===== config.mk =====
export PLATFORM = sky130hd
export DESIGN_NAME = usm_fifo
export DESIGN_NICKNAME = d
export VERILOG_FILES = /design/src/rtl/core/usm_pkg.sv /design/src/rtl/core/usm_fifo.sv
export SDC_FILE = /design/constraint.sdc
export NUM_CORES = 1
export LEC_CHECK = 0
export ABC_AREA = 1
export BUFFER_PORTS_ARGS = -buffer_cell sky130_fd_sc_hd__clkbuf_2
export CORE_MARGIN = 2
export CORE_UTILIZATION = 58
export DETAILED_ROUTE_END_ITERATION = 10
export PLACE_DENSITY = 0.81
export SYNTH_ARGS = -nofsm -noshare
export SYNTH_HDL_FRONTEND = slang
export SYNTH_SLANG_ARGS = --single-unit
export TNS_END_PERCENT = 50

===== constraint.sdc =====
create_clock -name clk -period 3.55 [get_ports clk]
set_input_delay 0.5325 -clock clk [delete_from_list [all_inputs] [get_ports clk]]
set_output_delay 0.5325 -clock clk [all_outputs]
set_load 0.02 [all_outputs]

===== src/rtl/core/usm_pkg.sv =====
package usm_pkg;

	localparam int PIX_W   = 8;
	localparam int ROWS_W  = 16;
	localparam int COLS_W  = 10;
	localparam int AMT_W   = 8;
	// rows*cols + cols + 1 stays below 2**26 for any register values
	localparam int ITEM_W  = 26;
	localparam int SUM_W   = 12;
	localparam int BLUR_W  = 25;

	localparam int Q_DEPTH = 4;
	localparam int Q_CNT_W = 3;

	localparam logic [12:0] BLUR_MUL = 13'd7282;
	localparam logic [15:0] BLUR_RND = 16'd32768;
	localparam logic [7:0]  PIX_MAX  = 8'd255;

	localparam logic CMD_PIXEL = 1'b0;
	localparam logic CMD_DRAIN = 1'b1;

	typedef logic [8:0][PIX_W-1:0] win_t;

	typedef struct packed {
		logic top;
		logic bot;
		logic left;
		logic right;
		logic sof;
		logic eol;
	} border_t;

	typedef struct packed {
		win_t    win;
		border_t flags;
	} entry_t;

	typedef struct packed {
		logic [ROWS_W-1:0] rows_eff;
		logic [COLS_W-1:0] cols_eff;
		logic [AMT_W-1:0]  amount;
		logic [ITEM_W-1:0] n_in;
		logic [ITEM_W-1:0] total;
		logic [COLS_W:0]   lag;
	} cfg_t;

endpackage


===== src/rtl/core/usm_fifo.sv =====
module usm_fifo (
	input  logic                         clk,
	input  logic                         arst_n,
	input  logic                         wr,
	input  usm_pkg::entry_t              wr_entry,
	input  logic                         rd,
	output usm_pkg::entry_t              rd_entry,
	output logic                         not_empty,
	output logic [usm_pkg::Q_CNT_W-1:0]  count
);

	localparam int PTR_W = $clog2(usm_pkg::Q_DEPTH);

	usm_pkg::entry_t  store_q [usm_pkg::Q_DEPTH];
	logic [PTR_W-1:0] wr_ptr_q;
	logic [PTR_W-1:0] rd_ptr_q;
	logic [usm_pkg::Q_CNT_W-1:0] count_q;

	assign rd_entry  = store_q[rd_ptr_q];
	assign not_empty = (count_q != '0);
	assign count     = count_q;

	always_ff @(posedge clk) begin
		if (wr) begin
			store_q[wr_ptr_q] <= wr_entry;
		end
	end

	always_ff @(posedge clk or negedge arst_n) begin
		if (!arst_n) begin
			wr_ptr_q <= '0;
			rd_ptr_q <= '0;
			count_q  <= '0;
		end else begin
			if (wr) begin
				wr_ptr_q <= wr_ptr_q + PTR_W'(1);
			end
			if (rd) begin
				rd_ptr_q <= rd_ptr_q + PTR_W'(1);
			end
			if (wr && !rd) begin
				count_q <= count_q + usm_pkg::Q_CNT_W'(1);
			end else if (rd && !wr) begin
				count_q <= count_q - usm_pkg::Q_CNT_W'(1);
			end
		end
	end

endmodule


# ---- Yosys cells after proc, flatten, opt, wreduce, memory -nomap -nowiden
# Memory sizes are Yosys's and may differ from the RTL's.
# Cells that the tools add are included.
dict set report classes {
  n_mux 4
  n_reduce_logical 6
  add_sub_neg 4
}
# op count
set ops {}
lappend ops {{$mux W3} 2}
lappend ops {{$add A2 B1 Y2 const B} 2}
lappend ops {{$add A3 B1 Y3 const B} 1}
lappend ops {{$reduce_bool A3 Y1} 1}
lappend ops {{$sub A3 B1 Y3 const B} 1}
lappend ops {{$logic_and A1 B1 Y1} 2}
lappend ops {{$logic_not A1 Y1} 2}
lappend ops {{$mux W1} 2}
lappend ops {{$reduce_bool A2 Y1} 1}
dict set report word_totals {
  word_cells 18
  register_bits 7
  in_bits 82
  mem_count 1
  ramBits 312
  output_inout_bits 82
}
# memory words word_bits read_ports rd_clocked_by_memory_dff wr line
set mem_list {}
lappend mem_list {store_q 4 78 1 0 1 usm_fifo.sv:14} ;# usm_pkg::entry_t store_q [usm_pkg::Q_DEPTH];

# ---- Longest topological paths before layout
dict set report logic_depth {
  word_depth 4
  mapped_depth 9
  mapped_depth_nobuf 9
}

# ---- Least setup slack after synthesis
# No wires, ideal clock.
dict set report synth_path {
  path_type {input -> register}
  start {in wr}
  end {mem store_q[1][0] (netlist bit), enable pin}
  cell_stages 3
  arrival_time_ps 2335
  t_required_ps 3118
  path_buffers 1
  slack_ps 783
  setup_ps 432
  path_cell_list {clkbuf_1 nand2_1 inv_1}
}
dict set report synth_via {
  elab_chain_cells 2
}
# element line
set synth_lines {}
lappend synth_lines {{start: declaration} usm_fifo.sv:4} ;# input logic wr,
lappend synth_lines {{$mux W1} usm_fifo.sv:24} ;# if (wr) begin
lappend synth_lines {{$mux W1 (implied by the code)} usm_fifo.sv:25} ;# store_q[wr_ptr_q] <= wr_entry;
lappend synth_lines {{end: declaration} usm_fifo.sv:14}
# Every way passes these cells.

==> results_dict.tcl <==
set metrics [dict create \
    critPathLaunchType "flip-flop" \
    die-width_um 156 \
    synth_warnings 0 \
    arrival_ns 2.26 \
    core_area_um2 22700 \
    track_usage 0.201 \
    vdd_drop_max_mv 0.700 \
    syn_avg_cell_area_um2 14.0 \
    synth_area_leaders "edfxtp_1, o211ai_2, nand2_1, inv_1, o211ai_1" \
    p_seq_frac 0.392 \
    ys_ff_latch 319 \
    cts.repair.resized 0 \
    swShare 0.379 \
    initial_core_util 0.592 \
    status "completed" \
    dp_hpwl_um 14100 \
    slowest_delay_ns 0.73 \
    maxSlewViolCount 0 \
    cts_tree "done" \
    htree_levels 1 \
    num_vias 7500 \
    p_leak_nw 6.23 \
    insertion_delay_ns 0.55 \
    avgViaCountPerCell 5.27 \
    setup_tns_ns 0 \
    hp-class "input pin to flip-flop" \
    path_cells "buf_12 -> nand2_1 -> o211ai_1 -> nand2_1 -> clkbuf_2" \
    fmax_mhz 358 \
    ios 164 \
    synth_area_um2 13500 \
    grt_pass1_wl_um 38300 \
    globalplace.congestion 0.730 \
    tightest_slew_ns 0.849 \
    ant_nets 0 \
    postLayoutCoreUtil 0.671 \
    cts_buffers 31 \
    synthDistinctLibCells 21 \
    yosysTopAreaCell "edfxtp_1" \
    worstPathMaxFanout 92 \
    routed_wl_um 24700 \
    crit_start "rd_ptr_q[0]" \
    period_share 0.787 \
    clockBufferDepth 3 \
    synth_top_area_frac 0.697 \
    initialDrtViolationCount 414 \
    synth_nets 1046 \
    post_drt_wl_per_cell_um 17.4 \
    crit_end "rd_entry[33]" \
    rsz0062_at_grt "no" \
    diodes 0 \
    grt_overflow 0 \
    die_y_um 156 \
    clockPowerShare 0.232 \
    r2r-end "store_q[2][64]" \
    io_buffer_count 163 \
    r2r_start "wr_ptr_q[0]" \
    synth_seq_area_share 0.710 \
    drc 0 \
    whs_path_depth 1 \
    setup_viol_count_final 0 \
    cts_root_buffer "clkbuf_16" \
    r2r_setup_slack_ns 1.33 \
    grt_max_degree 93 \
    drv_cap 0 \
    worstSetupPathType "flip-flop to primary output" \
    path_clk_slew_ns 0.06 \
    cp-end-kind "primary output" \
    worstRegToRegCells 5 \
    clock-sinks 319 \
    cp_slowest_cell "dfrtp_4" \
    p_per_area_nw_per_um2 876 \
    antenna_found_initial 1 \
    grt_pass1_vias 7565 \
    cp_common_cell "nand2_1" \
    skew_ns 0.0110 \
    power.total_mw 13.3 \
    fin_nets 1202 \
    rows 55 \
    whs_ns 0.204 \
    relSlewSlack 0.433 \
    p_int_mw 8.29 \
    layout_common_cells "edfxtp_1, nand2_1, inv_1, clkbuf_2, o211ai_2" \
    drt_pre_antenna_iters 5 \
    p_comb_frac 0.376 \
    timing.final.crit_period_ns 2.79 \
    dieArea_um2 24400 \
    drive_above_1_share 0.281 \
    final_common_cell "edfxtp_1" \
    p_sw_mw 5.05 \
    syn2layout_area_growth_pct 13.3 \
    syn_inst 958 \
    hold_viol_final 0 \
    crit_required_ns 3.02 \
]
[cells by family after synthesis]
group,count (synthesis),share of synthesized area
xor+xnor,4,0.00261
simple gates,251,0.0716
buf+inv,221,0.0887
compound gates,157,0.121
fa+ha+maj,6,0.00614
flops,319,0.710
[worst min-delay path by stage]
stage | end | start | slack (ns)
2_1_floorplan | count[0] | arst_n | 0.24
3_3_place_gp | count[1] | arst_n | 0.38
3_5_place_dp | count[1] | arst_n | 0.38
4_1_cts | store_q[0][9] | wr_entry[9] | 0.18
5_1_grt | store_q[3][56] | wr_entry[56] | 0.18
6_report | store_q[1][43] | wr_entry[43] | 0.20
[worst max-delay path: cells and delay by family, from the launching register on]
family	cells	cell delay, ns
simple gates	2	0.23
compound gates	1	0.11
flops	1	0.73
buf+inv	2	0.56
[metrics by stage]
stage	instances	area [um2]	setup WS (ns)
floorplan	958	13500	0.783
global placement	1365	14300	1.31
detailed placement	1365	14300	1.29
CTS	1422	15200	0.738
global route	1422	15200	0.598
finish	1422	15200	0.756
[power groups by stage]
| stage | clock (mW) | combinational, mW | sequential (mW) |
|---|---|---|---|
| floorplan | 0 | 4.03 | 5.22 |
| global placement | 0 | 4.96 | 5.27 |
| detailed placement | 0 | 5.07 | 5.31 |
| CTS | 3.15 | 5.11 | 5.23 |
| global route | 3.30 | 5.48 | 5.29 |
| finish | 3.10 | 5.03 | 5.23 |
[cell usage after synthesis]
cell	n
nand2_1	241
dfrtp_1	7
xnor2_1	1
ha_1	5
edfxtp_1	312
nor2_1	1
nand3_1	1
buf_12	4
o211ai_1	65
buf_6	23
buf_2	16
clkbuf_1	1
o21ai_0	1
nand2_2	7
inv_6	1
fa_1	1
xor2_1	3
o211ai_2	91
inv_1	167
buf_8	9
nand4_1	1
[state kept, by name, summed over array words and instances, names as in the netlist]
register,count
store_q,312
wr_ptr_q,2
rd_ptr_q,2
count,3
[routing by layer]
layer	up-vias	wire length, um	global-route usage
met3	34	1250	0.0382
met5	-	13	0
li1	3649	-	-
met4	2	391	0.0502
met2	175	12900	0.364
met1	3640	10100	0.251
[area by class of cell]
type                       count  area, um2
tap                          285        357
clock inverter                19        161
multi-input combinational    418       2710
inverter                     168        641
fill                        1551       7470
clock buffer                  37        798
timing repair buffer         176       1020
sequential                   319       9550
[what timing repair did]
action,CTS,global route
hold buffers,1,0
setup buffers,0,0
hold endpoints to repair,7,0
(Power assumes the default switching activity.)
