## src/rtl/core/usm_pkg.sv

```systemverilog
package usm_pkg;

	localparam int PIX_W   = 8;
	localparam int ROWS_W  = 16;
	localparam int COLS_W  = 10;
	localparam int AMT_W   = 8;
	// rows*cols + cols + 1 stays below 2**26 for any register values
	localparam int ITEM_W  = 26;
	localparam int SUM_W   = 12;
	localparam int BLUR_W  = 25;

	localparam int Q_DEPTH = 4;
	localparam int Q_CNT_W = 3;

	localparam logic [12:0] BLUR_MUL = 13'd7282;
	localparam logic [15:0] BLUR_RND = 16'd32768;
	localparam logic [7:0]  PIX_MAX  = 8'd255;

	localparam logic CMD_PIXEL = 1'b0;
	localparam logic CMD_DRAIN = 1'b1;

	typedef logic [8:0][PIX_W-1:0] win_t;

	typedef struct packed {
		logic top;
		logic bot;
		logic left;
		logic right;
		logic sof;
		logic eol;
	} border_t;

	typedef struct packed {
		win_t    win;
		border_t flags;
	} entry_t;

	typedef struct packed {
		logic [ROWS_W-1:0] rows_eff;
		logic [COLS_W-1:0] cols_eff;
		logic [AMT_W-1:0]  amount;
		logic [ITEM_W-1:0] n_in;
		logic [ITEM_W-1:0] total;
		logic [COLS_W:0]   lag;
	} cfg_t;

endpackage

```

## src/rtl/core/usm_back.sv

```systemverilog
module usm_back (
	input  logic                      clk,
	input  logic                      arst_n,
	input  logic [usm_pkg::AMT_W-1:0] amount,
	input  usm_pkg::entry_t           q_entry,
	input  logic                      q_valid,
	output logic                      q_pop,
	output logic                      empty,
	input  logic                      pop,
	output logic [usm_pkg::PIX_W-1:0] out_pixel,
	output logic                      start_of_frame,
	output logic                      end_of_line
);

	localparam int PW = usm_pkg::PIX_W;
	localparam int SW = usm_pkg::SUM_W;
	localparam int BW = usm_pkg::BLUR_W;

	logic v_s1, v_s2, v_s3, v_s4;
	logic rdy_s1, rdy_s2, rdy_s3, rdy_s4;

	logic [SW-1:0] sum_c;
	logic [SW-1:0] sum_s1;
	logic [PW-1:0] ctr_s1, ctr_s2, ctr_s3;
	logic [1:0]    fl_s1, fl_s2, fl_s3;

	logic [BW-1:0] blur_full;
	logic [PW-1:0] blur_s2;

	logic signed [PW:0]       diff_c;
	logic signed [2*PW+1:0]   prod_c;
	logic signed [2*PW+1:0]   prod_s3;

	logic signed [PW+2:0] sharp_c;
	logic [PW-1:0]        clamp_c;

	assign rdy_s4 = !v_s4 || pop;
	assign rdy_s3 = !v_s3 || rdy_s4;
	assign rdy_s2 = !v_s2 || rdy_s3;
	assign rdy_s1 = !v_s1 || rdy_s2;
	assign q_pop  = q_valid && rdy_s1;

	// box sum with border replication
	always_comb begin
		int rr;
		int cc;
		sum_c = '0;
		for (int r = 0; r < 3; r++) begin
			for (int c = 0; c < 3; c++) begin
				rr = r;
				cc = c;
				if ((r == 0 && q_entry.flags.top) || (r == 2 && q_entry.flags.bot)) rr = 1;
				if ((c == 0 && q_entry.flags.left) || (c == 2 && q_entry.flags.right)) cc = 1;
				sum_c = sum_c + SW'(q_entry.win[rr*3+cc]);
			end
		end
	end

	assign blur_full = BW'(sum_s1) * BW'(usm_pkg::BLUR_MUL) + BW'(usm_pkg::BLUR_RND);

	assign diff_c = $signed({1'b0, ctr_s2}) - $signed({1'b0, blur_s2});
	assign prod_c = (2*PW+2)'(diff_c) * (2*PW+2)'($signed({1'b0, amount}));

	// arithmetic shift gives floor for negative products
	assign sharp_c = $signed({3'b000, ctr_s3}) + (PW+3)'(prod_s3 >>> 8);
	always_comb begin
		if (sharp_c < 0) begin
			clamp_c = '0;
		end else if (sharp_c > $signed({3'b000, usm_pkg::PIX_MAX})) begin
			clamp_c = usm_pkg::PIX_MAX;
		end else begin
			clamp_c = sharp_c[PW-1:0];
		end
	end

	always_ff @(posedge clk or negedge arst_n) begin
		if (!arst_n) begin
			v_s1 <= 1'b0;
			v_s2 <= 1'b0;
			v_s3 <= 1'b0;
			v_s4 <= 1'b0;
		end else begin
			if (rdy_s1) v_s1 <= q_valid;
			if (rdy_s2) v_s2 <= v_s1;
			if (rdy_s3) v_s3 <= v_s2;
			if (rdy_s4) v_s4 <= v_s3;
		end
	end

	always_ff @(posedge clk) begin
		if (rdy_s1 && q_valid) begin
			sum_s1 <= sum_c;
			ctr_s1 <= q_entry.win[4];
			fl_s1  <= {q_entry.flags.sof, q_entry.flags.eol};
		end
		if (rdy_s2 && v_s1) begin
			blur_s2 <= blur_full[16+PW-1:16];
			ctr_s2  <= ctr_s1;
			fl_s2   <= fl_s1;
		end
		if (rdy_s3 && v_s2) begin
			prod_s3 <= prod_c;
			ctr_s3  <= ctr_s2;
			fl_s3   <= fl_s2;
		end
		if (rdy_s4 && v_s3) begin
			out_pixel      <= clamp_c;
			start_of_frame <= fl_s3[1];
			end_of_line    <= fl_s3[0];
		end
	end

	assign empty = !v_s4;

endmodule

```

## config.mk

```make
export PLATFORM = sky130hd
export DESIGN_NAME = usm_back
export DESIGN_NICKNAME = d
export VERILOG_FILES = /design/src/rtl/core/usm_pkg.sv /design/src/rtl/core/usm_back.sv
export SDC_FILE = /design/constraint.sdc
export NUM_CORES = 1
export LEC_CHECK = 0
export BUFFER_PORTS_ARGS = -buffer_cell sky130_fd_sc_hd__buf_2
export CAP_MARGIN = 20
export CORE_UTILIZATION = 58
export CTS_CLUSTER_DIAMETER = 150
export DETAILED_ROUTE_END_ITERATION = 10
export PLACE_DENSITY = 0.82
export SETUP_SLACK_MARGIN = 0.3
export SLEW_MARGIN = 5
export SYNTH_ARGS = -nofsm -noshare
export SYNTH_HDL_FRONTEND = slang
export SYNTH_SLANG_ARGS = --single-unit
export TNS_END_PERCENT = 5
```

## constraint.sdc

```tcl
create_clock -name clk -period 18 [get_ports clk]
set_clock_uncertainty 0.05 [all_clocks]
set_input_delay 3.6 -clock clk [delete_from_list [all_inputs] [get_ports clk]]
set_output_delay 3.6 -clock clk [all_outputs]
set_load 0.05 [all_outputs]
```

; Word-level counts from Yosys, hierarchy flattened
; Index checks and enable logic that the tools add are counted.
[classes]
n_addsub = 19
n_lt_le_gt_ge = 10
n_mul = 4
n_reduce_logical = 12
muxes = 29
[op_table]
columns = operator, n
row1 = binary-select mux 8 bit (select 4 bit), 8
row2 = "less-than comparator 32 x 6 -> 1 bit, second input constant", 5
row3 = two-way mux 8 bit, 17
row4 = "adder 32 x 2 -> 32 bit, second input constant", 2
row5 = adder 12 x 8 -> 12 bit, 4
row6 = adder 32 x 2 -> 32 bit, 1
row7 = adder 32 bit, 1
row8 = adder 4 x 32 -> 32 bit, 1
row9 = "adder 24 x 16 -> 24 bit, second input constant", 1
row10 = "multiplier 12 x 12 -> 23 bit, second input constant", 1
row11 = multiplier 9 x 9 -> 18 bit, 1
row12 = adder 11 x 8 -> 12 bit, 1
row13 = adder 10 x 8 -> 11 bit, 1
row14 = adder 9 x 10 -> 11 bit, 1
row15 = "greater-than comparator 11 x 9 -> 1 bit, second input constant", 1
row16 = "less-than comparator 11 x 1 -> 1 bit, second input constant", 1
row17 = adder 9 x 8 -> 10 bit, 1
row18 = "less-than comparator 3 x 5 -> 1 bit, second input constant", 2
row19 = adder 8 x 8 -> 9 bit, 1
row20 = subtractor 8 x 8 -> 9 bit, 1
row21 = adder 4 x 2 -> 5 bit, 1
row22 = "less-than comparator 5 bit, second input constant", 1
row23 = logical AND 1 bit, 4
row24 = logical NOT 1 bit, 4
row25 = other kinds (7), 12
[totals]
regBits = 82
wordCells = 90

; Depth between registers and ports, before layout
; Gate-level depths: netlist of run 1.
[depth]
ltp_word = 14
ltp_mapped = 27
ltp_nobuf = 27

; Least setup slack after synthesis of run 1
; Ideal clock, no wire load.
[synth_timing]
kind = input port to flip-flop
start = input port q_entry[4] in the netlist's numbering
end = register sum_s1[10] (data pin)
arrival_ns = 9.747
n_path_buf = 3
path_stages = 27
slack_ns = 7.946
cell_sequence = clkbuf_1 inv_1 ha_1 clkbuf_1 buf_1 mux4_2 mux2i_1 o21ai_0 fa_1 inv_1 fa_1 inv_1 fa_1 inv_1 fa_1 inv_1 ha_1 inv_1 fa_1 inv_1 a21oi_1 o21bai_1 a21oi_1 o21bai_1 a21o_1 a21oi_1 xnor2_1
[synth_between]
elab_chain_len = 9
word_cells_on_any_way = 17
classes_between = add/sub (6) / mul (1) / mux (10)
[synth_rtl]
columns = element, line_no
row1 = from (decl), usm_back.sv:5  ; input usm_pkg::entry_t q_entry,
row2 = two-way mux 2 bit (*), usm_back.sv:52  ; if ((r == 0 && q_entry.flags.top) || (r == 2 && q_entry.flags.bot)) rr = 1;
row3 = multiplier 2 x 2 -> 4 bit (*), usm_back.sv:54  ; sum_c = sum_c + SW'(q_entry.win[rr*3+cc]);
row4 = adder 32 x 2 -> 32 bit, usm_back.sv:54
row5 = binary-select mux 8 bit (select 4 bit), usm_back.sv:54
row6 = two-way mux 8 bit (implied by the code) (2 in series), usm_back.sv:54
row7 = adder 12 x 8 -> 12 bit (2 in series), usm_back.sv:54
row8 = adder 12 x 8 -> 12 bit (*), usm_back.sv:54
row9 = named net sum_c[10], usm_back.sv:22  ; logic [SW-1:0] sum_c;
row10 = to (signal assigned), usm_back.sv:92  ; sum_s1 <= sum_c;
row11 = to (decl), usm_back.sv:23  ; logic [SW-1:0] sum_s1;
; The timed path passes the listed nets; every way through them passes the cells marked *. The select of a mux whose other input is x is not followed.
; A chain may end at the register's enable or synchronous reset.

; Final worst setup path of run 1
; Ends and elaborated chain as after synthesis.

==> flow_summary.yaml, run 1 <==
timing:
  setup_viol: 0
  fin_hold_ws_ns: 0.367
  final.setup.tns_ns: 0
  period_share_pct: 55.1
  fmax_mhz: 101
  tightest_slew_ns: 1.07
  relSlewSlack_pct: 28.8
  finalCriticalPeriod_ns: 9.91
  finalMaxSlewViolations: 0
  rsz0062_at_grt: "no"
  final_hold_viol_count: 0
routing:
  via_count: 8213
  dr.first_iter.drc_count: 453
  ant_nets: 0
  drt-total-wl_um: 26000
  wl_per_cell_um: 18.1
  viasPerCell: 5.72
  firstDrtPassIters: 5
  drc: 0
clock_network:
  cts-root-buf: "clkbuf_16"
  postCtsHoldBufs: 0
  post_cts_buffers: 0
  cts_made_buffers: 9
  max-clock-path-buffers: 2
  cts_resized: 0
  insertion_delay_ns: 0.34
  cts_sinks: 74
  cts.htree.levels: 3
  cts_tree: "done"
  path_clk_slew_ns: 0.06
logic_synthesis:
  ys.flop_type: "edfxtp_1"
  synth_nets: 1445
  synth_edf_count: 70
  netlist_top_cells_area: "fa_1, edfxtp_1, ha_1"
  synth_top_area_share_pct: 24.4
  ys_types: 50
  synth_seq_cells: 74
  async_flop_share_pct: 5.41
  synthCells: 1071
  seq_area_frac_synth_pct: 18.5
  synth_top_area_cell: "fa_1"
  synth_area_per_cell_um2: 11.1
  yosys_warnings: 0
  synth.cell_area_um2: 11900
placement:
  place_inst: 1418
  dp_hpwl_um: 21100
  gp_congestion: 0.963
  port_buffers: 101
setup_path:
  r2r_slack_ns: 10.72
  r2r-start: "ctr_s2[0]$_DFFE_PP_"
  r2r-end: "prod_s3[17]$_DFFE_PP_"
  startpoint: "q_entry[4]"
  cp_max_fo: 17
  arrival_ns: 9.95
  required_ns: 18.04
  ff2ff_path_depth: 27
  critPathKind: "in -> reg"
  end_kind: "flop"
  worst_setup_path_start_kind: "input pin"
layout:
  drive_gt1_share_pct: 18.3
  antenna_cells: 0
  final_cells: 1435
  utilization_pct: 64.6
  nets: 1534
  syn_to_final_growth_pct: 9.35
die:
  die_y_um: 145
  start_util_pct: 59.1
  pin_count: 102
  die_w_um: 145
  core.rowCount: 52
  core_um2: 20200
  die-area_um2: 21100
global_routing:
  grt-ovfl-total: 0
  track_usage_pct: 26.1
  grt_max_degree: 24
  antenna_found_initial: 0
  first_global_vias: 8734
  grt_first_pass_wirelength_um: 42800
hold_path:
  worstHoldPathType: "reg -> reg"
  hold_depth: 0
  whs_endpoint: "fl_s3[0]$_DFFE_PP_"
  worstHoldStart: "fl_s2[0]$_DFFE_PP_"
run_status:
  status: "complete, no violations"
flow_run:
  drv_cap: 0
-- critical path, stage by stage --
cell and delay [ns]:
buf_2 0.30, inv_1 0.18, ha_1 1.03, mux4_2 0.60, mux2i_1 0.15, o21ai_0 0.13
fa_1 0.53, inv_1 0.05, fa_1 0.52, inv_1 0.05, fa_1 0.52, inv_1 0.05
fa_1 0.47, inv_1 0.08, ha_1 0.16, inv_1 0.06, fa_1 0.42, inv_1 0.07
a21oi_1 0.07, o21bai_1 0.22, a21oi_1 0.10, o21bai_1 0.20, a21o_1 0.16, a21oi_1 0.08
xnor2_1 0.12
-- state kept, by name (all words and copies together) (netlist names), 2 cells and up --
name and count:
blur_s2 8, ctr_s1 8, ctr_s2 8, ctr_s3 8, fl_s1 2, fl_s2 2, fl_s3 2, out_pixel 8
prod_s3 10, sum_s1 12
-- metal layers --
layer  global-route usage [%]  wire length (um)
met1                     31.8             10200
met2                     44.5             13100
met3                     4.69              1640
met4                     13.5              1090
met5                        0                 0
-- cell type report --
type	instances	area [um2]
clock inverters	4	76.3
clock buffers	12	246
repair buffers	107	562
well taps	270	338
multi-input cells	735	8720
fillers	1545	7150
flip-flops and latches	74	2200
inverters	233	875
-- cell usage in the layout (no fill, tap or decap), types with 9 or more instances in the layout --
cell type / n
nand2b_1: 11
a21o_1: 12
inv_1: 233
buf_2: 101
fa_1: 145
clkbuf_16: 9
nand2_1: 72
mux2i_1: 34
o21a_1: 12
edfxtp_1: 70
nor2b_1: 14
xnor2_1: 38
mux2_2: 22
o21ai_0: 15
nor2_1: 18
and2_1: 28
mux4_2: 64
a21oi_1: 31
ha_1: 139
o21ai_1: 11
xor2_1: 14
-- cell families after synthesis --
group,synth area share [%]
AOI/OAI and AO/OA,6.53
xor gates and xnor gates,3.82
adders and majority gates,39.0
buffers and inverters,8.26
DFF,18.5
muxes,17.1
and+or+nand+nor,6.79
-- worst max path at each step --
| stage | cells past startpoint | to | slack (ns) |
|---|---|---|---|
| final | 25 | sum_s1[10]$_DFFE_PP_ | 8.09 |
| after global routing | 25 | sum_s1[10]$_DFFE_PP_ | 7.72 |
| after CTS | 25 | sum_s1[10]$_DFFE_PP_ | 8.10 |
| after detailed placement | 25 | sum_s1[10]$_DFFE_PP_ | 7.78 |
| after global placement | 25 | sum_s1[10]$_DFFE_PP_ | 8.00 |
| after floorplan | 27 | sum_s1[10]$_DFFE_PP_ | 7.95 |
-- synth_stat cells, types with 14 or more instances --
library cell / n
and2_1: 28
nand2_1: 72
fa_1: 145
ha_1: 139
mux2_2: 22
edfxtp_1: 70
xor2_1: 14
nor2b_1: 14
clkbuf_1: 21
a21oi_1: 31
nor2_1: 18
mux4_2: 64
o21ai_0: 15
xnor2_1: 38
mux2i_1: 34
inv_1: 233
-- metrics by stage --
| stage | cell area (um2) | setup slack, ns |
|---|---|---|
| 3_5_place_dp | 12700 | 7.78 |
| 6_report | 13000 | 8.09 |
| 4_1_cts | 13000 | 8.10 |
| 2_1_floorplan | 11900 | 7.95 |
| 3_3_place_gp | 12700 | 8.00 |
| 5_1_grt | 13000 | 7.72 |
Power of run 1 is left out: the tool's default activity adds up to more than one toggle a clock period on the data nets, which glitch-free logic cannot reach.
==> run 2: changes to the inputs <==
Clock period 18 ns to 10.21 ns, I/O delays scaled along.
==> flow_summary.yaml, run 2 (synthesized netlist as in run 1, its figures left out) <==
run_status:
  status: "complete, no violations"
routing:
  ant_nets: 0
  viasPerCell: 5.81
  drc: 0
  firstDrtPassIters: 7
  dr.first_iter.drc_count: 672
  via_count: 8341
  drt-total-wl_um: 26200
  wl_per_cell_um: 18.2
setup_path:
  r2r_slack_ns: 2.95
  ff2ff_path_depth: 27
  arrival_ns: 8.28
  worst_setup_path_start_kind: "input pin"
  r2r-start: "ctr_s2[0]$_DFFE_PP_"
  cp-endpoint: "sum_s1[10]$_DFFE_PP_"
  required_ns: 10.25
  r2r-end: "prod_s3[17]$_DFFE_PP_"
  critPathKind: "in -> reg"
  startpoint: "q_entry[3]"
  cp_max_fo: 15
  end_kind: "flop"
die:
  core_um2: 20200
  pin_count: 102
  die_w_um: 145
  die_y_um: 145
  core.rowCount: 52
  start_util_pct: 59.1
  die-area_um2: 21100
clock_network:
  max-clock-path-buffers: 2
  postCtsHoldBufs: 0
  cts_resized: 0
  cts.htree.levels: 3
  path_clk_slew_ns: 0.06
  insertion_delay_ns: 0.34
  cts-root-buf: "clkbuf_16"
  cts_made_buffers: 9
  post_cts_buffers: 0
  cts_sinks: 74
  cts_tree: "done"
global_routing:
  grtUsageMet1_pct: 32.1
  use_met3_pct: 4.78
  track_usage_pct: 26.1
  met2_usage_pct: 45.4
  grt_max_degree: 24
  grt_first_pass_wirelength_um: 43400
  first_global_vias: 8929
  grt-ovfl-total: 0
  gr-max-usage-layer: "met2"
  antenna_found_initial: 0
layout:
  final_common_cell: "inv_1"
  syn_to_final_growth_pct: 9.03
  largest_registers: "sum_s1 (12), prod_s3 (10)"
  largest_register: "sum_s1"
  layout_common_cells: "inv_1, fa_1, ha_1"
  largest_reg_flops: 12
  drive_gt1_share_pct: 18.3
  antenna_cells: 0
  nets: 1534
  utilization_pct: 64.4
timing:
  period_share_pct: 80.7
  setup_viol: 0
  fin_hold_ws_ns: 0.365
  fmax_mhz: 121
  final.setup.tns_ns: 0
  tightest_slew_ns: 1.09
  relSlewSlack_pct: 27.5
  final_hold_viol_count: 0
  finalCriticalPeriod_ns: 8.24
  rsz0062_at_grt: "no"
  finalMaxSlewViolations: 0
flow_run:
  drv_cap: 0
placement:
  port_buffers: 101
  gp_congestion: 0.959
  dp_hpwl_um: 21600
hold_path:
  worstHoldPathType: "reg -> reg"
==> run 2: cell count changes in the layout (fill, tap and decap cells not counted), sizes merged <==
| cell | delta |
|---|---|
| bufinv | -1 |
| clkbuf | -1 |
| clkinv | +2 |
==> run 2: layout make-up <==
cell class | count | area, um2
multi-input combinational | 735 | 8720
fill | 1566 | 7180
sequential | 74 | 2200
inverter | 233 | 875
timing repair buffer | 107 | 551
tap | 270 | 338
clock buffer | 11 | 233
clock inverter | 5 | 63.8
==> run 2: worst min-delay path by stage <==
| stage | start | endpoint | cells past startpoint |
|---|---|---|---|
| 2_1_floorplan | ctr_s1[0]$_DFFE_PP_ | ctr_s2[0]$_DFFE_PP_ | 0 |
| 3_3_place_gp | ctr_s1[7]$_DFFE_PP_ | ctr_s2[7]$_DFFE_PP_ | 0 |
| 3_5_place_dp | ctr_s1[5]$_DFFE_PP_ | ctr_s2[5]$_DFFE_PP_ | 0 |
| 4_1_cts | ctr_s1[2]$_DFFE_PP_ | ctr_s2[2]$_DFFE_PP_ | 0 |
| 5_1_grt | ctr_s1[0]$_DFFE_PP_ | ctr_s2[0]$_DFFE_PP_ | 0 |
| 6_report | ctr_s1[0]$_DFFE_PP_ | ctr_s2[0]$_DFFE_PP_ | 0 |
==> run 2: per-stage QoR <==
stage / worst slack [ns] / std cells / instance area (um2)
6_report: 1.97 / 1435 / 13000
5_1_grt: 1.66 / 1435 / 13000
4_1_cts: 2.00 / 1435 / 13000
3_5_place_dp: 1.68 / 1419 / 12700
3_3_place_gp: 1.89 / 1419 / 12700
2_1_floorplan: 1.71 / 1071 / 11900
==> run 2: worst max-delay path: stages <==
cell,delay (ns)
buf_2,0.31
inv_1,0.12
ha_1,0.82
buf_4,0.34
mux4_2,0.51
nand2_1,0.07
o21ai_0,0.10
a22o_1,0.22
fa_1,0.45
fa_1,0.47
fa_1,0.50
inv_1,0.06
fa_1,0.47
inv_1,0.07
ha_1,0.17
inv_1,0.06
fa_1,0.41
inv_1,0.08
a21oi_1,0.08
o21bai_1,0.24
a21oi_1,0.12
o21bai_1,0.21
a21o_1,0.15
a21oi_1,0.07
xnor2_1,0.13
==> run 2: routing by layer <==
metal | vias to the layer above | wire length, um | part of all wire, %
met5 | - | 0 | 0
met4 | 0 | 1070 | 4.1
met3 | 70 | 1990 | 7.6
met2 | 382 | 13200 | 50
met1 | 4120 | 9930 | 38
li1 | 3769 | - | -
Power of run 2 is left out for the same reason.
